File: src/hdl/tws_pkg.sv
// ----------------------------------------------------------------------------
// tws_pkg
// Types and constants of the three-wire serial master.
// ----------------------------------------------------------------------------
package tws_pkg;

  localparam logic [1:0] OP_TICK  = 2'd0;
  localparam logic [1:0] OP_LOAD  = 2'd1;
  localparam logic [1:0] OP_START = 2'd2;

  localparam int CFG_IDX_W = 3;
  localparam logic [CFG_IDX_W-1:0] CFG_ENABLE_SETUP = 3'd0;
  localparam logic [CFG_IDX_W-1:0] CFG_DATA_SETUP   = 3'd1;
  localparam logic [CFG_IDX_W-1:0] CFG_CLOCK_HIGH   = 3'd2;
  localparam logic [CFG_IDX_W-1:0] CFG_CLOCK_LOW    = 3'd3;
  localparam logic [CFG_IDX_W-1:0] CFG_READ_LOW     = 3'd4;

  localparam int TICK_W     = 16;
  localparam int COUNT_W    = 6;
  localparam int INDEX_W    = 5;
  localparam int BYTE_POS_W = COUNT_W + 1;

  localparam int QUEUE_DEPTH = 2;

  typedef enum logic [1:0] {
    K_TICK,
    K_LOAD,
    K_START,
    K_NONE
  } kind_e;

  typedef struct packed {
    kind_e              kind;
    logic [7:0]         cmd_value;
    logic               reading;
    logic [COUNT_W-1:0] count;
    logic               load_ok;
    logic [INDEX_W-1:0] addr;
    logic [7:0]         value;
    logic               pin_in;
  } cmd_t;

  typedef struct packed {
    logic [TICK_W-1:0] enable_setup;
    logic [TICK_W-1:0] data_setup;
    logic [TICK_W-1:0] clock_high;
    logic [TICK_W-1:0] clock_low;
    logic [TICK_W-1:0] read_low;
  } cfg_t;

  typedef struct packed {
    logic       enable_pin;
    logic       clock_pin;
    logic       pin_out;
    logic       pin_drive;
    logic [7:0] read_byte;
    logic       read_valid;
    logic       last_byte;
    logic       busy_res;
    logic       rejected;
  } res_t;

  function automatic logic [TICK_W-1:0] wait_len(input logic [TICK_W-1:0] ticks);
    wait_len = (ticks == '0) ? TICK_W'(1) : ticks;
  endfunction

endpackage

File: src/hdl/tws_if.sv
// ----------------------------------------------------------------------------
// tws_in_if / tws_out_if
// Valid-ready channels of the three-wire serial master.
// ----------------------------------------------------------------------------
interface tws_in_if;
  logic       valid;
  logic       ready;
  logic [1:0] op;
  logic [7:0] command_byte;
  logic       read_not_write;
  logic [5:0] byte_count;
  logic [4:0] buffer_index;
  logic [7:0] write_value;
  logic       pin_in;

  modport source (output valid, op, command_byte, read_not_write, byte_count,
                  buffer_index, write_value, pin_in, input ready);
  modport sink (input valid, op, command_byte, read_not_write, byte_count,
                buffer_index, write_value, pin_in, output ready);
endinterface

interface tws_out_if;
  logic       valid;
  logic       ready;
  logic       enable_pin;
  logic       clock_pin;
  logic       pin_out;
  logic       pin_drive;
  logic [7:0] read_byte;
  logic       read_valid;
  logic       last_byte;
  logic       busy_res;
  logic       rejected;

  modport source (output valid, enable_pin, clock_pin, pin_out, pin_drive, read_byte,
                  read_valid, last_byte, busy_res, rejected, input ready);
  modport sink (input valid, enable_pin, clock_pin, pin_out, pin_drive, read_byte,
                read_valid, last_byte, busy_res, rejected, output ready);
endinterface

File: src/hdl/tws_queue.sv
// ----------------------------------------------------------------------------
// tws_queue
// Short queue of classified items between front and back.
// ----------------------------------------------------------------------------
module tws_queue
  import tws_pkg::*;
(
  input  logic clk_i,
  input  logic rst_ni,
  input  logic push_i,
  input  cmd_t push_data_i,
  output logic full_o,
  input  logic pop_i,
  output logic valid_o,
  output cmd_t pop_data_o
);

  localparam int PTR_W = (QUEUE_DEPTH > 1) ? $clog2(QUEUE_DEPTH) : 1;
  localparam int CNT_W = $clog2(QUEUE_DEPTH + 1);

  cmd_t             entry_q [QUEUE_DEPTH];
  logic [PTR_W-1:0] wr_ptr_q, wr_ptr_d;
  logic [PTR_W-1:0] rd_ptr_q, rd_ptr_d;
  logic [CNT_W-1:0] cnt_q, cnt_d;
  logic             do_push, do_pop;

  assign full_o     = (cnt_q == CNT_W'(QUEUE_DEPTH));
  assign valid_o    = (cnt_q != '0);
  assign pop_data_o = entry_q[rd_ptr_q];
  assign do_push    = push_i && !full_o;
  assign do_pop     = pop_i && valid_o;

  always_comb begin
    wr_ptr_d = wr_ptr_q;
    rd_ptr_d = rd_ptr_q;
    cnt_d    = cnt_q;
    if (do_push) begin
      wr_ptr_d = (wr_ptr_q == PTR_W'(QUEUE_DEPTH - 1)) ? '0 : wr_ptr_q + PTR_W'(1);
    end
    if (do_pop) begin
      rd_ptr_d = (rd_ptr_q == PTR_W'(QUEUE_DEPTH - 1)) ? '0 : rd_ptr_q + PTR_W'(1);
    end
    if (do_push && !do_pop) begin
      cnt_d = cnt_q + CNT_W'(1);
    end else if (do_pop && !do_push) begin
      cnt_d = cnt_q - CNT_W'(1);
    end
  end

  always_ff @(posedge clk_i or negedge rst_ni) begin
    if (!rst_ni) begin
      wr_ptr_q <= '0;
      rd_ptr_q <= '0;
      cnt_q    <= '0;
    end else begin
      wr_ptr_q <= wr_ptr_d;
      rd_ptr_q <= rd_ptr_d;
      cnt_q    <= cnt_d;
    end
  end

  always_ff @(posedge clk_i) begin
    if (do_push) begin
      entry_q[wr_ptr_q] <= push_data_i;
    end
  end

endmodule

File: src/hdl/tws_front.sv
// ----------------------------------------------------------------------------
// tws_front
// Accepts input transactions and classifies them for the back end.
// ----------------------------------------------------------------------------
module tws_front
  import tws_pkg::*;
#(
  parameter int MAX_BYTES = 32
) (
  tws_in_if.sink item_i,
  input  logic   queue_full_i,
  output logic   push_o,
  output cmd_t   push_data_o
);

  logic [COUNT_W-1:0] count_sat;

  assign item_i.ready = !queue_full_i;
  assign push_o       = item_i.valid && !queue_full_i;

  always_comb begin
    count_sat = item_i.byte_count;
    if (int'(item_i.byte_count) > MAX_BYTES) begin
      count_sat = COUNT_W'(MAX_BYTES);
    end
  end

  always_comb begin
    case (item_i.op)
      OP_TICK:  push_data_o.kind = K_TICK;
      OP_LOAD:  push_data_o.kind = K_LOAD;
      OP_START: push_data_o.kind = K_START;
      default:  push_data_o.kind = K_NONE;
    endcase
    push_data_o.cmd_value = item_i.command_byte | {7'd0, item_i.read_not_write};
    push_data_o.reading   = item_i.read_not_write;
    push_data_o.count     = count_sat;
    push_data_o.load_ok   = (int'(item_i.buffer_index) < MAX_BYTES);
    push_data_o.addr      = item_i.buffer_index;
    push_data_o.value     = item_i.write_value;
    push_data_o.pin_in    = item_i.pin_in;
  end

endmodule

File: src/hdl/tws_back.sv
// ----------------------------------------------------------------------------
// tws_back
// Pin sequencer, write buffer and result register.
// ----------------------------------------------------------------------------
module tws_back
  import tws_pkg::*;
#(
  parameter int MAX_BYTES = 32
) (
  input  logic clk_i,
  input  logic rst_ni,
  input  cfg_t cfg_i,
  input  logic q_valid_i,
  input  cmd_t q_data_i,
  output logic pop_o,
  tws_out_if.source res_o
);

  localparam int AW = (MAX_BYTES > 1) ? $clog2(MAX_BYTES) : 1;

  localparam logic [2:0] PH_IDLE       = 3'd0;
  localparam logic [2:0] PH_EN_WAIT    = 3'd1;
  localparam logic [2:0] PH_SEND_SETUP = 3'd2;
  localparam logic [2:0] PH_SEND_HIGH  = 3'd3;
  localparam logic [2:0] PH_SEND_LOW   = 3'd4;
  localparam logic [2:0] PH_READ_LOW   = 3'd5;
  localparam logic [2:0] PH_READ_HIGH  = 3'd6;

  logic [7:0] mem [MAX_BYTES];
  logic [7:0] mem_rd_q;
  logic       mem_we;

  logic [2:0]            phase_q, phase_d;
  logic [TICK_W-1:0]     delay_q, delay_d;
  logic [2:0]            bit_q, bit_d;
  logic [BYTE_POS_W-1:0] bpos_q, bpos_d;
  logic [COUNT_W-1:0]    want_q, want_d;
  logic [7:0]            shift_q, shift_d;
  logic [7:0]            cmdv_q, cmdv_d;
  logic                  reading_q, reading_d;
  logic                  en_q, en_d, clk_q, clk_d, dat_q, dat_d, drv_q, drv_d;

  logic       out_v_q;
  res_t       res_q, res_d;
  logic [7:0] next_byte;
  logic       idle;

  assign pop_o = q_valid_i && (!out_v_q || res_o.ready);
  assign idle  = (phase_q == PH_IDLE);
  assign next_byte = (int'(bpos_q) < MAX_BYTES) ? mem_rd_q : 8'd0;

  always_comb begin
    phase_d   = phase_q;
    delay_d   = delay_q;
    bit_d     = bit_q;
    bpos_d    = bpos_q;
    want_d    = want_q;
    shift_d   = shift_q;
    cmdv_d    = cmdv_q;
    reading_d = reading_q;
    en_d      = en_q;
    clk_d     = clk_q;
    dat_d     = dat_q;
    drv_d     = drv_q;
    mem_we    = 1'b0;
    res_d.read_byte  = 8'd0;
    res_d.read_valid = 1'b0;
    res_d.last_byte  = 1'b0;
    res_d.rejected   = 1'b0;

    case (q_data_i.kind)
      K_LOAD: begin
        if (!idle) begin
          res_d.rejected = 1'b1;
        end else begin
          mem_we = q_data_i.load_ok;
        end
      end
      K_START: begin
        if (!idle) begin
          res_d.rejected = 1'b1;
        end else begin
          reading_d = q_data_i.reading;
          cmdv_d    = q_data_i.cmd_value;
          want_d    = q_data_i.count;
          bpos_d    = '0;
          bit_d     = '0;
          shift_d   = '0;
          en_d      = 1'b1;
          clk_d     = 1'b0;
          dat_d     = 1'b0;
          drv_d     = 1'b1;
          phase_d   = PH_EN_WAIT;
          delay_d   = wait_len(cfg_i.enable_setup);
        end
      end
      K_TICK: begin
        if (!idle) begin
          if (delay_q > TICK_W'(1)) begin
            delay_d = delay_q - TICK_W'(1);
          end else begin
            case (phase_q)
              PH_EN_WAIT: begin
                bpos_d  = '0;
                shift_d = cmdv_q;
                bit_d   = '0;
                dat_d   = cmdv_q[0];
                phase_d = PH_SEND_SETUP;
                delay_d = wait_len(cfg_i.data_setup);
              end
              PH_SEND_SETUP: begin
                clk_d   = 1'b1;
                phase_d = PH_SEND_HIGH;
                delay_d = wait_len(cfg_i.clock_high);
              end
              PH_SEND_HIGH: begin
                clk_d   = 1'b0;
                phase_d = PH_SEND_LOW;
                delay_d = wait_len(cfg_i.clock_low);
              end
              PH_SEND_LOW: begin
                if (bit_q != 3'd7) begin
                  bit_d   = bit_q + 3'd1;
                  dat_d   = shift_q[bit_d];
                  phase_d = PH_SEND_SETUP;
                  delay_d = wait_len(cfg_i.data_setup);
                end else begin
                  bpos_d = bpos_q + BYTE_POS_W'(1);
                  if (bpos_d > {1'b0, want_q}) begin
                    en_d    = 1'b0;
                    clk_d   = 1'b0;
                    phase_d = PH_IDLE;
                    delay_d = '0;
                  end else if (reading_q) begin
                    drv_d   = 1'b0;
                    dat_d   = 1'b0;
                    shift_d = '0;
                    bit_d   = '0;
                    phase_d = PH_READ_LOW;
                    delay_d = wait_len(cfg_i.read_low);
                  end else begin
                    shift_d = next_byte;
                    bit_d   = '0;
                    dat_d   = next_byte[0];
                    phase_d = PH_SEND_SETUP;
                    delay_d = wait_len(cfg_i.data_setup);
                  end
                end
              end
              PH_READ_LOW: begin
                clk_d = 1'b1;
                shift_d = shift_q | (8'(q_data_i.pin_in) << bit_q);
                if (bit_q == 3'd7) begin
                  res_d.read_valid = 1'b1;
                  res_d.read_byte  = shift_d;
                  res_d.last_byte  = (bpos_q == {1'b0, want_q});
                  bpos_d           = bpos_q + BYTE_POS_W'(1);
                end
                bit_d   = bit_q + 3'd1;
                phase_d = PH_READ_HIGH;
                delay_d = TICK_W'(1);
              end
              PH_READ_HIGH: begin
                if (bpos_q > {1'b0, want_q}) begin
                  en_d    = 1'b0;
                  clk_d   = 1'b0;
                  phase_d = PH_IDLE;
                  delay_d = '0;
                end else begin
                  clk_d = 1'b0;
                  if (bit_q == 3'd0) begin
                    shift_d = '0;
                  end
                  phase_d = PH_READ_LOW;
                  delay_d = wait_len(cfg_i.read_low);
                end
              end
              default: begin
                en_d    = 1'b0;
                clk_d   = 1'b0;
                phase_d = PH_IDLE;
                delay_d = '0;
              end
            endcase
          end
        end
      end
      default: begin
      end
    endcase

    res_d.enable_pin = en_d;
    res_d.clock_pin  = clk_d;
    res_d.pin_drive  = drv_d;
    res_d.pin_out    = drv_d && dat_d;
    res_d.busy_res   = (phase_d != PH_IDLE);
  end

  always_ff @(posedge clk_i or negedge rst_ni) begin
    if (!rst_ni) begin
      phase_q   <= PH_IDLE;
      delay_q   <= '0;
      bit_q     <= '0;
      bpos_q    <= '0;
      want_q    <= '0;
      shift_q   <= '0;
      cmdv_q    <= '0;
      reading_q <= 1'b0;
      en_q      <= 1'b0;
      clk_q     <= 1'b0;
      dat_q     <= 1'b0;
      drv_q     <= 1'b1;
      out_v_q   <= 1'b0;
    end else begin
      if (pop_o) begin
        phase_q   <= phase_d;
        delay_q   <= delay_d;
        bit_q     <= bit_d;
        bpos_q    <= bpos_d;
        want_q    <= want_d;
        shift_q   <= shift_d;
        cmdv_q    <= cmdv_d;
        reading_q <= reading_d;
        en_q      <= en_d;
        clk_q     <= clk_d;
        dat_q     <= dat_d;
        drv_q     <= drv_d;
        out_v_q   <= 1'b1;
      end else if (res_o.ready) begin
        out_v_q <= 1'b0;
      end
    end
  end

  always_ff @(posedge clk_i) begin
    if (pop_o) begin
      res_q <= res_d;
    end
  end

  // buffer write and prefetch of the next data byte
  always_ff @(posedge clk_i) begin
    if (pop_o && mem_we) begin
      mem[AW'(q_data_i.addr)] <= q_data_i.value;
    end
    mem_rd_q <= mem[AW'(bpos_q)];
  end

  assign res_o.valid      = out_v_q;
  assign res_o.enable_pin = res_q.enable_pin;
  assign res_o.clock_pin  = res_q.clock_pin;
  assign res_o.pin_out    = res_q.pin_out;
  assign res_o.pin_drive  = res_q.pin_drive;
  assign res_o.read_byte  = res_q.read_byte;
  assign res_o.read_valid = res_q.read_valid;
  assign res_o.last_byte  = res_q.last_byte;
  assign res_o.busy_res   = res_q.busy_res;
  assign res_o.rejected   = res_q.rejected;

endmodule

File: src/hdl/three_wire_serial_master_top.sv
// ----------------------------------------------------------------------------
// three_wire_serial_master_top
// Three-wire serial master: enable, clock and bidirectional data pin.
// ----------------------------------------------------------------------------
// channel   dir  handshake     contents
// item_i    in   valid/ready   op, command, count, buffer load, pin sample
// res_o     out  valid/ready   pin levels, received byte, busy, rejected
// cfg       in   write enable  five 16-bit tick registers
//
// one item per clock unless results stall; a result is registered in order in
// the queue entry written at acceptance, then in the result register
// popped tick items count down each phase delay, then step the pin sequencer
// reset clears control state and loads the tick register defaults; no sweep
// a stalled result holds back the queue only, input stays open until it fills
// ----------------------------------------------------------------------------
module three_wire_serial_master_top
  import tws_pkg::*;
#(
  parameter int MAX_BYTES = 32
) (
  input  logic                 clk_i,
  input  logic                 rst_ni,
  tws_in_if.sink               item_i,
  tws_out_if.source            res_o,
  input  logic                 cfg_we_i,
  input  logic [CFG_IDX_W-1:0] cfg_idx_i,
  input  logic [TICK_W-1:0]    cfg_data_i
);

  cfg_t cfg_q;
  logic push, q_full, q_valid, pop;
  cmd_t push_data, pop_data;

  always_ff @(posedge clk_i or negedge rst_ni) begin
    if (!rst_ni) begin
      cfg_q.enable_setup <= TICK_W'(100);
      cfg_q.data_setup   <= TICK_W'(5);
      cfg_q.clock_high   <= TICK_W'(7);
      cfg_q.clock_low    <= TICK_W'(25);
      cfg_q.read_low     <= TICK_W'(10);
    end else if (cfg_we_i) begin
      case (cfg_idx_i)
        CFG_ENABLE_SETUP: cfg_q.enable_setup <= cfg_data_i;
        CFG_DATA_SETUP:   cfg_q.data_setup   <= cfg_data_i;
        CFG_CLOCK_HIGH:   cfg_q.clock_high   <= cfg_data_i;
        CFG_CLOCK_LOW:    cfg_q.clock_low    <= cfg_data_i;
        CFG_READ_LOW:     cfg_q.read_low     <= cfg_data_i;
        default: begin
        end
      endcase
    end
  end

  tws_front #(.MAX_BYTES(MAX_BYTES)) u_front (
    .item_i       (item_i),
    .queue_full_i (q_full),
    .push_o       (push),
    .push_data_o  (push_data)
  );

  tws_queue u_queue (
    .clk_i       (clk_i),
    .rst_ni      (rst_ni),
    .push_i      (push),
    .push_data_i (push_data),
    .full_o      (q_full),
    .pop_i       (pop),
    .valid_o     (q_valid),
    .pop_data_o  (pop_data)
  );

  tws_back #(.MAX_BYTES(MAX_BYTES)) u_back (
    .clk_i     (clk_i),
    .rst_ni    (rst_ni),
    .cfg_i     (cfg_q),
    .q_valid_i (q_valid),
    .q_data_i  (pop_data),
    .pop_o     (pop),
    .res_o     (res_o)
  );

endmodule

File: src/flat_wrapper.sv
// flat-port wrapper written by rule: the top's interface ports become plain ports
module three_wire_serial_master_top_flat import tws_pkg::*;
#(
  parameter int MAX_BYTES = 32
)
  (clk_i, rst_ni, cfg_we_i, cfg_idx_i, cfg_data_i, item_i_valid, item_i_op, item_i_command_byte, item_i_read_not_write, item_i_byte_count, item_i_buffer_index, item_i_write_value, item_i_pin_in, item_i_ready, res_o_valid, res_o_enable_pin, res_o_clock_pin, res_o_pin_out, res_o_pin_drive, res_o_read_byte, res_o_read_valid, res_o_last_byte, res_o_busy_res, res_o_rejected, res_o_ready);
  tws_in_if item_i_i ();
  tws_out_if res_o_i ();
  input  logic clk_i;
  input  logic rst_ni;
  input  logic cfg_we_i;
  input  logic [CFG_IDX_W-1:0] cfg_idx_i;
  input  logic [TICK_W-1:0] cfg_data_i;
  input wire logic [$bits(item_i_i.valid)-1:0] item_i_valid;
  input wire logic [$bits(item_i_i.op)-1:0] item_i_op;
  input wire logic [$bits(item_i_i.command_byte)-1:0] item_i_command_byte;
  input wire logic [$bits(item_i_i.read_not_write)-1:0] item_i_read_not_write;
  input wire logic [$bits(item_i_i.byte_count)-1:0] item_i_byte_count;
  input wire logic [$bits(item_i_i.buffer_index)-1:0] item_i_buffer_index;
  input wire logic [$bits(item_i_i.write_value)-1:0] item_i_write_value;
  input wire logic [$bits(item_i_i.pin_in)-1:0] item_i_pin_in;
  output wire logic [$bits(item_i_i.ready)-1:0] item_i_ready;
  output wire logic [$bits(res_o_i.valid)-1:0] res_o_valid;
  output wire logic [$bits(res_o_i.enable_pin)-1:0] res_o_enable_pin;
  output wire logic [$bits(res_o_i.clock_pin)-1:0] res_o_clock_pin;
  output wire logic [$bits(res_o_i.pin_out)-1:0] res_o_pin_out;
  output wire logic [$bits(res_o_i.pin_drive)-1:0] res_o_pin_drive;
  output wire logic [$bits(res_o_i.read_byte)-1:0] res_o_read_byte;
  output wire logic [$bits(res_o_i.read_valid)-1:0] res_o_read_valid;
  output wire logic [$bits(res_o_i.last_byte)-1:0] res_o_last_byte;
  output wire logic [$bits(res_o_i.busy_res)-1:0] res_o_busy_res;
  output wire logic [$bits(res_o_i.rejected)-1:0] res_o_rejected;
  input wire logic [$bits(res_o_i.ready)-1:0] res_o_ready;
  assign item_i_i.valid = item_i_valid;
  assign item_i_i.op = item_i_op;
  assign item_i_i.command_byte = item_i_command_byte;
  assign item_i_i.read_not_write = item_i_read_not_write;
  assign item_i_i.byte_count = item_i_byte_count;
  assign item_i_i.buffer_index = item_i_buffer_index;
  assign item_i_i.write_value = item_i_write_value;
  assign item_i_i.pin_in = item_i_pin_in;
  assign item_i_ready = item_i_i.ready;
  assign res_o_valid = res_o_i.valid;
  assign res_o_enable_pin = res_o_i.enable_pin;
  assign res_o_clock_pin = res_o_i.clock_pin;
  assign res_o_pin_out = res_o_i.pin_out;
  assign res_o_pin_drive = res_o_i.pin_drive;
  assign res_o_read_byte = res_o_i.read_byte;
  assign res_o_read_valid = res_o_i.read_valid;
  assign res_o_last_byte = res_o_i.last_byte;
  assign res_o_busy_res = res_o_i.busy_res;
  assign res_o_rejected = res_o_i.rejected;
  assign res_o_i.ready = res_o_ready;
  three_wire_serial_master_top #(.MAX_BYTES(MAX_BYTES)) u_core (.clk_i(clk_i), .rst_ni(rst_ni), .item_i(item_i_i), .res_o(res_o_i), .cfg_we_i(cfg_we_i), .cfg_idx_i(cfg_idx_i), .cfg_data_i(cfg_data_i));
endmodule
File: config.mk
export PLATFORM = sky130hd
export DESIGN_NAME = three_wire_serial_master_top_flat
export DESIGN_NICKNAME = d
export VERILOG_FILES = /design/src/hdl/tws_pkg.sv /design/src/hdl/tws_if.sv /design/src/hdl/tws_queue.sv /design/src/hdl/tws_front.sv /design/src/hdl/tws_back.sv /design/src/hdl/three_wire_serial_master_top.sv /design/src/flat_wrapper.sv
export SDC_FILE = /design/constraint.sdc
export NUM_CORES = 1
export LEC_CHECK = 0
export ABC_AREA = 1
export BUFFER_PORTS_ARGS = -buffer_cell sky130_fd_sc_hd__buf_4
export CELL_PAD_IN_SITES_DETAIL_PLACEMENT = 1
export CELL_PAD_IN_SITES_GLOBAL_PLACEMENT = 1
export CORE_ASPECT_RATIO = 0.6
export CORE_MARGIN = 5
export CORE_UTILIZATION = 45
export DETAILED_ROUTE_END_ITERATION = 7
export GPL_TIMING_DRIVEN = 0
export PLACE_DENSITY_LB_ADDON = 0.1
export SLEW_MARGIN = 20
export SYNTH_ARGS = -nofsm -noshare
export SYNTH_HDL_FRONTEND = slang
export SYNTH_SLANG_ARGS = --single-unit
File: constraint.sdc
create_clock -name clk_i -period 2.9 [get_ports clk_i]
set_clock_uncertainty 0.2 [all_clocks]
set_input_delay 0.29 -clock clk_i [delete_from_list [all_inputs] [get_ports clk_i]]
set_output_delay 0.29 -clock clk_i [all_outputs]
set_load 0.03 [all_outputs]
; ---- Word level (Yosys, flattened, before mapping)
; Memory sizes are Yosys's and may differ from the RTL's. A register that Yosys moved wholly into a read port is not among the register bits.
; Index checks and enable logic that the tools add are counted.
[word_totals]
n_memories = 2
output_inout_bits = 18
regBits = 157
latchBits = 0
wordCells = 220
mem_bits_rw = 318
inputBits = 55
mem_bits_ro = 0
[memory_table]
columns = memory, depth, width, read_ports, rd_ports_with_merged_regs, wr, line
row1 = u_core.u_back.mem, 32, 8, 1, 1, 1, tws_back.sv:29  ; logic [7:0] mem [MAX_BYTES];
row2 = u_core.u_queue.entry_q, 2, 31, 1, 0, 1, tws_queue.sv:21  ; cmd_t entry_q [QUEUE_DEPTH];
[op_classes]
n_mul = 0
order_cmp = 6
eq_ne = 29
add_sub_neg = 7
muxes = 97
n_reduce_logical = 43
div = 0
bitwise_logic = 5
n_shift = 1
[op_table]
columns = operator, count
row1 = $mux 16, 12
row2 = $pmux 16 s6, 1
row3 = $logic_not 16->1, 5
row4 = $mux 8, 9
row5 = $mux 1, 36
row6 = $mux 3, 12
row7 = $mux 7, 5
row8 = $pmux 16 s2, 1
row9 = $pmux 8 s4, 1
row10 = $pmux 7 s3, 1
row11 = $ne 3x3->1 const B, 6
row12 = $pmux 3 s6, 1
row13 = $gt 16x1->1 const B, 1
row14 = $pmux 8 s2, 1
row15 = $sub 16x1->16 const B, 1
row16 = $eq 3x3->1 const B, 5
row17 = $gt 7x6->1, 2
row18 = $pmux 7 s2, 1
row19 = $eq 3x2->1 const B, 4
row20 = $pmux 3 s2, 2
row21 = $pmux 1 s2, 5
row22 = $reduce_and 10->1, 1
row23 = $reduce_and 2->1, 5
row24 = $logic_not 3->1, 3
row25 = 39 further kinds, 67

; ---- Depth between registers and ports, before layout
; Gate-level depths: netlist of run 1.
[logic_depth]
ltp_word = 10
mapped_depth = 24
mapped_depth_nobuf = 22

; ---- Cells and area by module
; From an unflattened synthesis of run 1, not the netlist that was laid out.
[hier_totals]
cells_unflattened = 2213
area_unflattened_um2 = 22267.6
[modules_own_cells]
columns = mod, seq_area_each_um2, n_inst, cells_per_inst, area_each_um2
row1 = tws_back, 9755.6, 1, 1614, 15821.4
row2 = three_wire_serial_master_top, 2018.2, 1, 356, 3260.6
row3 = tws_queue, 2021.9, 1, 199, 2926.6
row4 = tws_front, 0.0, 1, 44, 259.0

; ---- Least setup slack after synthesis of run 1
; Ideal clock, no wire load.
[synth_path]
kind = register to register
from = register u_core.u_back.bpos_q[0]
to = register u_core.u_back.shift_q[6]
n_path_buf = 3
synth_period_minus_slack_ns = 3.031
path_slack_ns = -0.131
setup_ns = 0.074
t_arrival_ns = 2.756
path_stages_with_launch = 22
path_cell_list = dfrtp_1 buf_2 buf_1 nand2_1 nor2_1 inv_1 o21ai_0 inv_1 ha_1 nand2_1 nor2_1 nand2_1 nand2_1 nand2_1 nand2_1 inv_1 nor3_1 nor2_2 nand3_2 buf_6 nand2_1 o21ai_2
[synth_via]
elab_chain_cells = 9
[synth_lines]
columns = item, line
row1 = "start, declared", tws_back.sv:36  ; logic [BYTE_POS_W-1:0] bpos_q, bpos_d;
row2 = "start signal, assigned", tws_back.sv:219  ; bpos_q <= bpos_d;
row3 = $lt 7x6->1, tws_back.sv:50  ; assign next_byte = (int'(bpos_q) < MAX_BYTES) ? mem_rd_q : 8'd0;
row4 = $mux 8, tws_back.sv:50
row5 = $mux 8, tws_back.sv:134  ; end else if (reading_q) begin
row6 = $mux 8, tws_back.sv:129  ; if (bpos_d > {1'b0, want_q}) begin
row7 = $mux 8, tws_back.sv:122  ; if (bit_q != 3'd7) begin
row8 = $pmux 8 s4, tws_back.sv:102  ; case (phase_q)
row9 = $mux 8, tws_back.sv:99  ; if (delay_q > TICK_W'(1)) begin
row10 = $mux 8, tws_back.sv:98  ; if (!idle) begin
row11 = $pmux 8 s2, tws_back.sv:71  ; case (q_data_i.kind)
row12 = "end signal, assigned", tws_back.sv:221  ; shift_q <= shift_d;
row13 = "end, declared", tws_back.sv:38  ; logic [7:0] shift_q, shift_d;
; Several ways; a longest one is shown, not always the timed one. The select of a mux whose other input is x is not followed.
; A chain may end at the register's enable or synchronous reset.

; ---- Final worst setup path of run 1
[layout_path]
from = register u_core.u_back.bpos_q[0]
to = register u_core.u_back.bpos_q[5]
[layout_via]
elab_chain_cells = 6
[layout_lines]
columns = item, line
row1 = $add 7x1->7 *, "tws_back.sv:128, tws_back.sv:157"
row2 = "$mux 7, on equally long branches", "tws_back.sv:153, tws_back.sv:122"
row3 = $pmux 7 s3 *, tws_back.sv:102
row4 = $mux 7 *, tws_back.sv:99
row5 = $mux 7 *, tws_back.sv:98
row6 = $pmux 7 s2 *, tws_back.sv:71
; Every way passes the cells marked *; elsewhere a longest branch is shown, timed or not. The select of a mux whose other input is x is not followed.

==> results.yml, run 1 <==
placed_design:
  port-buffer-count: 70
  dp_cells: 2778
  dp_slack_ns: -1.37
  dpl.hpwl_um: 49700
  gp_congestion: 0.921
flow_run:
  max-cap-violations: 0
die:
  coreArea_um2: 46500
  die_w_um: 290
  num_io_pins: 73
  die-area_um2: 51800
  die-height_um: 178
  start_util: 0.457
  core.rowCount: 61
setup_path:
  rr_worst_depth: 21
  crit_arrival_ns: 3.39
  r2r_slack_ns: -0.19
  r2r-start: "u_core.u_back.bpos_q[0]$_DFFE_PN0P_"
  rr_endpoint: "u_core.u_back.bpos_q[5]$_DFFE_PN0P_"
  cp-end-kind: "flip-flop"
  critical_path_class: "flip-flop to flip-flop"
  crit_required_ns: 3.21
  critPathLaunchType: "flip-flop"
  crit_fanout: 3
clock_network:
  htree_levels: 2
  cts_tree: "done"
  cts_buffer_depth: 3
  clkLatencyLatePin_ns: 0.59
  cts_sinks: 483
  clk_pin_slew_worst_paths_ns: 0.07
  clk_root_buffer_cell: "clkbuf_16"
  cts_inserted_buffers: 46
power:
  vdd_drop_max_uv: 694
  pwr_density_cell_nw_per_um2: 1020
  p_leak_uw: 0.0105
synthesis:
  yosysTopAreaCellShare: 0.472
  syn_area_um2: 21200
  yosysTopAreaCell: "edfxtp_1"
  syn_avg_cell_area_um2: 10.2
  ys.flop_type: "edfxtp_1"
  synth_edf_count: 334
  ys_ff_latch: 483
  synth.area.top_cells: "edfxtp_1 47%, dfrtp_1 15%, nand2_1 6.8%, o21ai_0 6.2%, nor2_1 5.3%"
  ys_async_sr_fraction: 0.292
  synth_seq_area_share: 0.647
  ys_warn_count: 0
  synth_fp_nets: 2152
  synth.distinct_cells: 47
  netlist_instances: 2075
drt:
  num_vias: 17400
  drt-initial-drc-count: 1810
  wire_per_inst_um: 24.9
  viasPerCell: 5.80
  firstDrtPassIters: 6
  antenna_left: 0
  drc: 0
  wirelength_um: 74900
timing:
  fmax_mhz: 324
  hold_viol_final: 0
  drv_slew: 0
  max_slew_margin: 0.350
  tightest_slew_ns: 0.965
  rsz0062_at_grt: "yes"
  tns_ns: -3.40
  setup_viol: 36
  fin_crit_sh: 1.06
  setup_slack_ns: -0.185
  min_period_ns: 3.09
grt:
  grt_usage: 0.283
  grt_overflow: 0
  grt_first_pass_wirelength_um: 112000
  grt_start_max_net_pins: 90
  grt_pass1_vias: 18000
  antenna_found_initial: 3
run_status:
  status: "finished, violations left"
  violations: "setup timing"
final_layout:
  drive_gt1_frac: 0.209
  syn2layout_area_growth_pct: 26.4
  final_cells: 3007
  n_antenna_cell: 0
  final_nets: 2418
  fin_util: 0.577
  fillers: 4933
hold_path:
  hp-class: "input port to async pin"
timing repair:
action	CTS	global route
endpoints found under the hold margin	274	0
gates resized for setup	215	135
gates cloned	2	1
pin swaps	51	49
setup endpoints to repair	591	293
setup buffers	69	20
hold buffers	56	0
cell usage in the layout (no fill, tap or decap), types with 9 or more instances in the layout:
master,synthesis,layout
o21ai_0,264,249
buf_6,2,14
dlygate4sd3_1,0,56
dfstp_2,14,14
o21ai_2,9,17
nor2_1,302,262
o22ai_1,52,50
inv_2,10,11
edfxtp_1,334,334
clkbuf_1,83,70
nand3_1,96,68
nand2_4,0,20
a221oi_1,9,9
dfrtp_1,127,123
o221ai_1,30,30
buf_12,0,32
a31oi_1,18,18
nand4_1,19,19
nand3_2,1,23
nor3_1,15,13
nor4_1,12,11
clkbuf_2,0,17
clkbuf_16,0,46
nor2_4,3,42
a21oi_1,35,29
inv_1,144,137
ha_1,22,18
nand2_1,387,331
buf_4,3,124
nand2_2,7,42
or2_2,9,9
power by group:
group / internal, µW / switching (µW)
Combinational: 3390 / 8040
Sequential: 9100 / 800
Clock: 3200 / 2790
Total: 15700 / 11600
worst max-delay path: stages (launching register included):
cell	delay, ns
dfrtp_2	0.40
buf_6	0.13
buf_12	0.10
nand2_4	0.05
nor2_4	0.12
inv_4	0.06
o21ai_4	0.18
o21ai_4	0.09
buf_6	0.12
buf_4	0.12
buf_4	0.12
buf_4	0.12
buf_4	0.12
buf_4	0.13
buf_4	0.13
buf_4	0.12
buf_4	0.12
buf_4	0.12
buf_4	0.13
buf_6	0.11
buf_6	0.11
o22ai_4	0.10
worst max-delay path by stage:
stage / to / slack (ns) / depth (start not counted) / startpoint
CTS: u_core.u_back.delay_q[4]$_DFFE_PN0P_ / -0.23 / 22 / u_core.u_back.bpos_q[0]$_DFFE_PN0P_
finish: u_core.u_back.bpos_q[5]$_DFFE_PN0P_ / -0.19 / 21 / u_core.u_back.bpos_q[0]$_DFFE_PN0P_
detailed placement: u_core.u_back.mem[0][0]$_DFFE_PP_ / -1.37 / 9 / u_core.u_queue.rd_ptr_q$_DFFE_PN0P_
global route: u_core.u_back.shift_q[3]$_DFFE_PN0P_ / -0.26 / 20 / u_core.u_back.bpos_q[0]$_DFFE_PN0P_
floorplan: u_core.u_back.shift_q[6]$_DFFE_PN0P_ / 0.03 / 20 / u_core.u_back.bpos_q[0]$_DFFE_PN0P_
global placement: u_core.u_back.mem[3][1]$_DFFE_PP_ / -1.21 / 9 / u_core.u_queue.rd_ptr_q$_DFFE_PN0P_
metal layers:
| layer | track usage | share of wire |
|---|---|---|
| met5 | 0 | 0.00027 |
| met4 | 0.0493 | 0.015 |
| met3 | 0.0696 | 0.093 |
| met2 | 0.424 | 0.43 |
| met1 | 0.428 | 0.46 |
synthesized netlist by cell type, types with 3 or more instances:
library cell	number
buf_1	4
nand2_1	387
nor2_4	3
o22ai_1	52
buf_2	7
a31oi_1	18
a221oi_1	9
nor4_1	12
inv_2	10
dfrtp_1	127
o21bai_1	8
nor2_2	3
o21ai_0	264
xor2_1	7
ha_1	22
nor2_1	302
nand2_2	7
o221ai_1	30
nor3_1	15
nand3_1	96
or2_2	9
o21ai_2	9
xnor2_1	5
dfstp_2	14
edfxtp_1	334
o211ai_1	7
a21oi_1	35
dfxtp_1	8
clkbuf_1	83
o21ai_1	4
buf_4	3
nand4_1	19
inv_1	144
state kept, by name, indices dropped and copies added (netlist names), 6 cells and up:
| name | count |
|---|---|
| u_core.u_back.mem_rd_q | 8 |
| u_core.u_back.delay_q | 16 |
| u_core.u_back.res_o.read_byte | 8 |
| u_core.u_back.cmdv_q | 8 |
| u_core.u_back.mem | 256 |
| u_core.u_back.want_q | 6 |
| u_core.cfg_q | 80 |
| u_core.u_back.bpos_q | 7 |
| u_core.u_queue.entry_q | 62 |
| u_core.u_back.shift_q | 8 |
through the flow:
stage,hold slack (ns),power [µW],instance area [µm²]
3_5_place_dp,0.0463,19200,22700
3_3_place_gp,0.269,18800,22500
2_1_floorplan,-0.206,15100,21200
4_1_cts,0.0322,26400,26300
6_report,0.0193,27300,26800
5_1_grt,0.0488,28500,26800
logic make-up after synthesis:
logic type / Yosys count / synth area share
AOI/OAI and AO/OA: 445 / 0.122
xor gates and xnor gates: 12 / 0.00495
adders and majority gates: 22 / 0.0130
buffers and inverters: 257 / 0.0473
DFF: 483 / 0.647
and+or+nand+nor: 856 / 0.166
layout make-up:
cell class                 instances  area (µm²)  area share
sequential                       483       13700       0.512
inverter                         158         623      0.0232
multi-input combinational       1335        7430       0.277
clock buffer                      61        1230      0.0457
timing repair buffer             220        2260      0.0842
clock inverter                    23         213     0.00793
buffer                            97         557      0.0207
tap                              630         788      0.0294
(Power assumes the default switching activity.)
==> run 2, diff against run 1 <==
--- a/config.mk
+++ b/config.mk
@@ -14,7 +14,7 @@
 export CORE_UTILIZATION = 45
 export DETAILED_ROUTE_END_ITERATION = 7
 export GPL_TIMING_DRIVEN = 0
-export PLACE_DENSITY_LB_ADDON = 0.1
+export PLACE_DENSITY = 0.75
 export SLEW_MARGIN = 20
 export SYNTH_ARGS = -nofsm -noshare
 export SYNTH_HDL_FRONTEND = slang
==> results.yml, run 2 (synthesis results as in run 1) <==
final_layout:
  final_nets: 2420
  n_antenna_cell: 0
  largest_reg_flops: 256
  design_area_um2: 27000
  top_register: "u_core.u_back.mem"
  final_common_cell: "edfxtp_1"
  syn2layout_area_growth_pct: 27.4
  final_cell_mix: "334 x edfxtp_1, 331 x nand2_1, 262 x nor2_1"
  top_regs: "u_core.u_back.mem: 256 flops, u_core.cfg_q: 80 flops, u_core.u_queue.entry_q: 62 flops"
  final_cells: 3012
  drive_gt1_frac: 0.212
setup_path:
  critPathCapture: "u_core.u_back.shift_q[5]$_DFFE_PN0P_"
  r2r-start: "u_core.u_back.bpos_q[1]$_DFFE_PN0P_"
  critical_path_class: "flip-flop to flip-flop"
  startpoint: "u_core.u_back.bpos_q[1]$_DFFE_PN0P_"
  rr_worst_depth: 19
  critPathLaunchType: "flip-flop"
  crit_fanout: 5
  rr_endpoint: "u_core.u_back.shift_q[5]$_DFFE_PN0P_"
  crit_arrival_ns: 3.39
  crit_required_ns: 3.15
  r2r_slack_ns: -0.24
  worstPathCellList: "buf_4, ha_4, xnor2_2, inv_1, ha_1, a21oi_1, nand2_1, nand2_1, nand2_2, nand2_4, buf_6, nand2_8, inv_6, nor3_4, nor2_2, nand3_4, buf_8, nand2_4, o21ai_2"
  cp-end-kind: "flip-flop"
  critPathMaxStageDelay_ns: 0.43
  slowest_stage: "dfrtp_2"
clock_network:
  clk_pin_slew_worst_paths_ns: 0.07
  clkLatencyLatePin_ns: 0.59
  clk_root_buffer_cell: "clkbuf_16"
  htree_levels: 2
  cts_tree: "done"
  cts_inserted_buffers: 47
  cts_sinks: 483
  cts_buffer_depth: 3
timing:
  hold_viol_final: 0
  rsz0062_at_grt: "yes"
  fmax_mhz: 319
  setup_viol: 40
  max_slew_margin: 0.332
  fin_crit_sh: 1.08
  setup_slack_ns: -0.236
  min_period_ns: 3.14
  tightest_slew_ns: 0.996
  drv_slew: 0
die:
  coreArea_um2: 46500
  core.rowCount: 61
  die-area_um2: 51800
  start_util: 0.457
  die-height_um: 178
  num_io_pins: 73
  die_w_um: 290
run_status:
  violations: "setup timing"
  status: "finished, violations left"
grt:
  grt_usage: 0.291
  antenna_found_initial: 1
  grt_overflow: 0
  grt_start_max_net_pins: 87
  grt_first_pass_wirelength_um: 114000
  grt_pass1_vias: 18000
drt:
  wire_per_inst_um: 25.9
  firstDrtPassIters: 5
  num_vias: 17800
  drc: 0
  antenna_left: 0
  viasPerCell: 5.90
  drt-initial-drc-count: 1970
  wirelength_um: 78100
power:
  pwr_density_cell_nw_per_um2: 1030
  vdd_drop_max_uv: 674
  p_leak_uw: 0.0106
  total_power_uw: 27800
placed_design:
  dp_cells: 2778
  gp_congestion: 0.963
  place_area_um2: 22700
  dp_slack_ns: -1.10
  dpl.hpwl_um: 52300
  port-buffer-count: 70
hold_path:
  hp-class: "input port to async pin"
flow_run:
  max-cap-violations: 0
[run 2: cell types whose count changed in the layout (fill, tap and decap cells not counted), moves of 4 or more]
cell and change:
buf_4 -6, clkbuf_8 +6, clkbuf_1 -5, inv_2 +5, nand2_4 -4
[run 2: how the worst min path moves through the flow]
stage                                    to  slack [ns]  cells after the start
2_1_floorplan   u_core.cfg_q[0]$_DFFE_PN0P_       -0.21                      0
3_3_place_gp   u_core.cfg_q[40]$_DFFE_PN0P_        0.27                      2
3_5_place_dp   u_core.cfg_q[40]$_DFFE_PN0P_        0.05                      1
4_1_cts        u_core.cfg_q[32]$_DFFE_PN1P_        0.03                      6
5_1_grt        u_core.cfg_q[24]$_DFFE_PN0P_        0.08                      2
6_report       u_core.cfg_q[41]$_DFFE_PN0P_        0.05                      2
[run 2: per-layer routing]
layer | wire [µm] | part of all wire | track usage
met1 | 35900 | 0.46 | 0.441
met2 | 32800 | 0.42 | 0.421
met3 | 8000 | 0.10 | 0.0857
met4 | 1310 | 0.017 | 0.0545
met5 | 0 | 0 | 0
[run 2: worst max-delay path: cells and delay by family (launching register included)]
kind	cells	cell delay, ns
fa+ha+maj	2	0.50
flops	1	0.43
buf+inv	5	0.62
xor+xnor	1	0.18
simple gates	9	0.82
compound gates	2	0.25
[run 2: per-stage QoR]
step	utilization	TNS, ns	hold WS, ns
global route	0.582	-10.97	0.0771
floorplan	-	0	-0.206
detailed placement	0.488	-322.83	0.0544
finish	0.582	-5.20	0.0506
global placement	0.485	-318.53	0.269
CTS	0.565	-4.45	0.0328
[run 2: cell type report]
cell class	count	area, µm²
buffer	98	549
clock buffer	62	1300
clock inverter	26	279
fill	4903	19400
inverter	158	614
multi-input combinational	1335	7440
sequential	483	13700
tap	630	788
timing repair buffer	220	2320
[run 2: power breakdown]
group          internal, µW  leakage (µW)  switching [µW]
sequential             9100       0.00485             765
combinational          3330       0.00495            8130
clock                  3630      0.000785            2830
[run 2: timing repair]
item / in CTS / in global routing
endpoints found under the hold margin: 274 / 0
pin swaps: 49 / 63
gates cloned: 3 / 0
endpoints found under the setup margin: 463 / 333
hold buffers: 57 / 0
buffers inserted: 50 / 37
gates resized for setup: 217 / 128
==> run 3, diff against run 2 <==
--- a/config.mk
+++ b/config.mk
@@ -15,6 +15,7 @@
 export DETAILED_ROUTE_END_ITERATION = 7
 export GPL_TIMING_DRIVEN = 0
 export PLACE_DENSITY = 0.75
+export SKIP_LAST_GASP = 1
 export SLEW_MARGIN = 20
 export SYNTH_ARGS = -nofsm -noshare
 export SYNTH_HDL_FRONTEND = slang
==> results.yml, run 3 (synthesis results as in run 1) <==
clock_network:
  cts_sinks: 483
  cts_tree: "done"
  clk_root_buffer_cell: "clkbuf_16"
  cts_buffer_depth: 3
  htree_levels: 2
  clk_pin_slew_worst_paths_ns: 0.07
  clkLatencyLatePin_ns: 0.59
  cts_inserted_buffers: 47
die:
  die-area_um2: 51800
  coreArea_um2: 46500
  num_io_pins: 73
  die_w_um: 290
  die-height_um: 178
  core.rowCount: 61
  start_util: 0.457
setup_path:
  critical_path_class: "flip-flop to flip-flop"
  cp_num_buf_inv: 5
  cp-end-kind: "flip-flop"
  critPathMaxStageDelay_ns: 0.43
  crit_required_ns: 3.15
  path_delay_family: "simple AND/OR/NAND/NOR gates"
  crit_fanout: 5
  slowest_stage: "dfrtp_2"
  worstPathCellList: "buf_4, ha_4, xnor2_2, inv_1, ha_1, a21oi_1, nand2_1, nand2_1, nand2_2, nand2_4, buf_6, nand2_8, inv_6, nor3_4, nor2_2, nand3_4, buf_8, nand2_4, o21ai_2"
  critPathLaunchType: "flip-flop"
  crit_arrival_ns: 3.38
drt:
  drt-initial-drc-count: 1859
  antenna_left: 0
  viasPerCell: 5.88
  wire_per_inst_um: 25.8
  drc: 0
  num_vias: 17700
  wirelength_um: 77800
  firstDrtPassIters: 5
final_layout:
  regArea_um2: 13700
  final_common_cell: "edfxtp_1"
  top_regs: "u_core.u_back.mem: 256 flops, u_core.cfg_q: 80 flops, u_core.u_queue.entry_q: 62 flops"
  syn2layout_area_growth_pct: 27.0
  multi_input_area_um2: 7390
  fillers: 4917
  drive_gt1_frac: 0.207
  final_cell_mix: "334 x edfxtp_1, 333 x nand2_1, 262 x nor2_1"
  top_register: "u_core.u_back.mem"
  final_nets: 2419
  n_antenna_cell: 0
  final_cells: 3011
  largest_reg_flops: 256
power:
  vdd_drop_max_uv: 674
  pwr_density_cell_nw_per_um2: 1030
  total_power_uw: 27700
  p_leak_uw: 0.0105
placed_design:
  dpl.hpwl_um: 52300
  dp_cells: 2778
  port-buffer-count: 70
  gp_congestion: 0.963
timing:
  fmax_mhz: 319
  timing.hold.ws_ns: 0.0472
  rsz0062_at_grt: "yes"
  hold_viol_final: 0
  fin_crit_sh: 1.08
  max_slew_margin: 0.354
  tightest_slew_ns: 0.969
  drv_slew: 0
  min_period_ns: 3.13
  setup_slack_ns: -0.230
  setup_viol: 39
grt:
  antenna_found_initial: 1
  grt_pass1_vias: 18000
  grt_start_max_net_pins: 87
  grt_first_pass_wirelength_um: 113000
  grt_overflow: 0
  grt_usage: 0.291
hold_path:
  hp-class: "input port to async pin"
run_status:
  violations: "setup timing"
  status: "finished, violations left"
flow_run:
  max-cap-violations: 0
==> run 3: cell count changes in the layout (fill, tap and decap cells not counted), moves of 2 or more <==
cell / before / now
nand2_1: 331 / 333
nand3_1: 66 / 71
nand3_2: 25 / 21
clkbuf_2: 18 / 16
==> run 3: worst paths after layout <==
check,slack (ns),cells after the start,from,endpoint
min in group clk_i,0.08,6,cfg_we_i,u_core.cfg_q[32]$_DFFE_PN1P_
setup reg to reg,-0.23,19,u_core.u_back.bpos_q[1]$_DFFE_PN0P_,u_core.u_back.shift_q[5]$_DFFE_PN0P_
hold / removal,0.05,2,rst_ni,u_core.cfg_q[41]$_DFFE_PN0P_
hold reg to reg,0.28,2,u_core.cfg_q[40]$_DFFE_PN0P_,u_core.cfg_q[40]$_DFFE_PN0P_
setup / recovery,-0.23,19,u_core.u_back.bpos_q[1]$_DFFE_PN0P_,u_core.u_back.shift_q[5]$_DFFE_PN0P_
max in group asynchronous,1.56,3,rst_ni,u_core.u_back.drv_q$_DFFE_PN1P_
==> run 3: worst register-to-register path, delay by kind of cell (launching register included) <==
family	cells	cell delay (ns)
flops	1	0.43
buf+inv	5	0.63
simple gates	9	0.82
xor+xnor	1	0.18
fa+ha+maj	2	0.50
compound gates	2	0.25
==> run 3: final cells by class <==
class                      count  share of cell area
multi-input combinational   1335               0.274
clock buffer                  62              0.0483
tap                          630              0.0292
inverter                     158              0.0228
buffer                        98              0.0202
timing repair buffer         219              0.0859
clock inverter                26              0.0103
sequential                   483               0.509
==> run 3: repair_timing <==
action,CTS,global route
hold buffers,57,0
endpoints found under the hold margin,274,0
buffers inserted,50,36
pin swaps,49,59
gates cloned,3,0
gates resized for setup,210,120
endpoints found under the setup margin,463,333
==> run 3: routing by layer <==
layer	track usage	wire, µm
met1	0.439	35700
met2	0.420	32700
met3	0.0874	8000
met4	0.0549	1350
met5	0	0
==> run 3: where the power goes <==
| group | leakage (µW) | internal (µW) | total (µW) | switching (µW) |
|---|---|---|---|---|
| clock | 0.000785 | 3630 | 6450 | 2820 |
| sequential | 0.00485 | 9100 | 9860 | 761 |
| combinational | 0.00491 | 3310 | 11400 | 8120 |
==> run 3: metrics by stage <==
step	setup TNS [ns]	setup slack (ns)	util	area, µm²
global route	-11.07	-0.363	0.580	27000
detailed placement	-322.83	-1.10	0.488	22700
global placement	-318.53	-0.984	0.485	22500
floorplan	0	0.0267	-	21200
finish	-5.25	-0.230	0.580	27000
CTS	-4.59	-0.193	0.564	26200
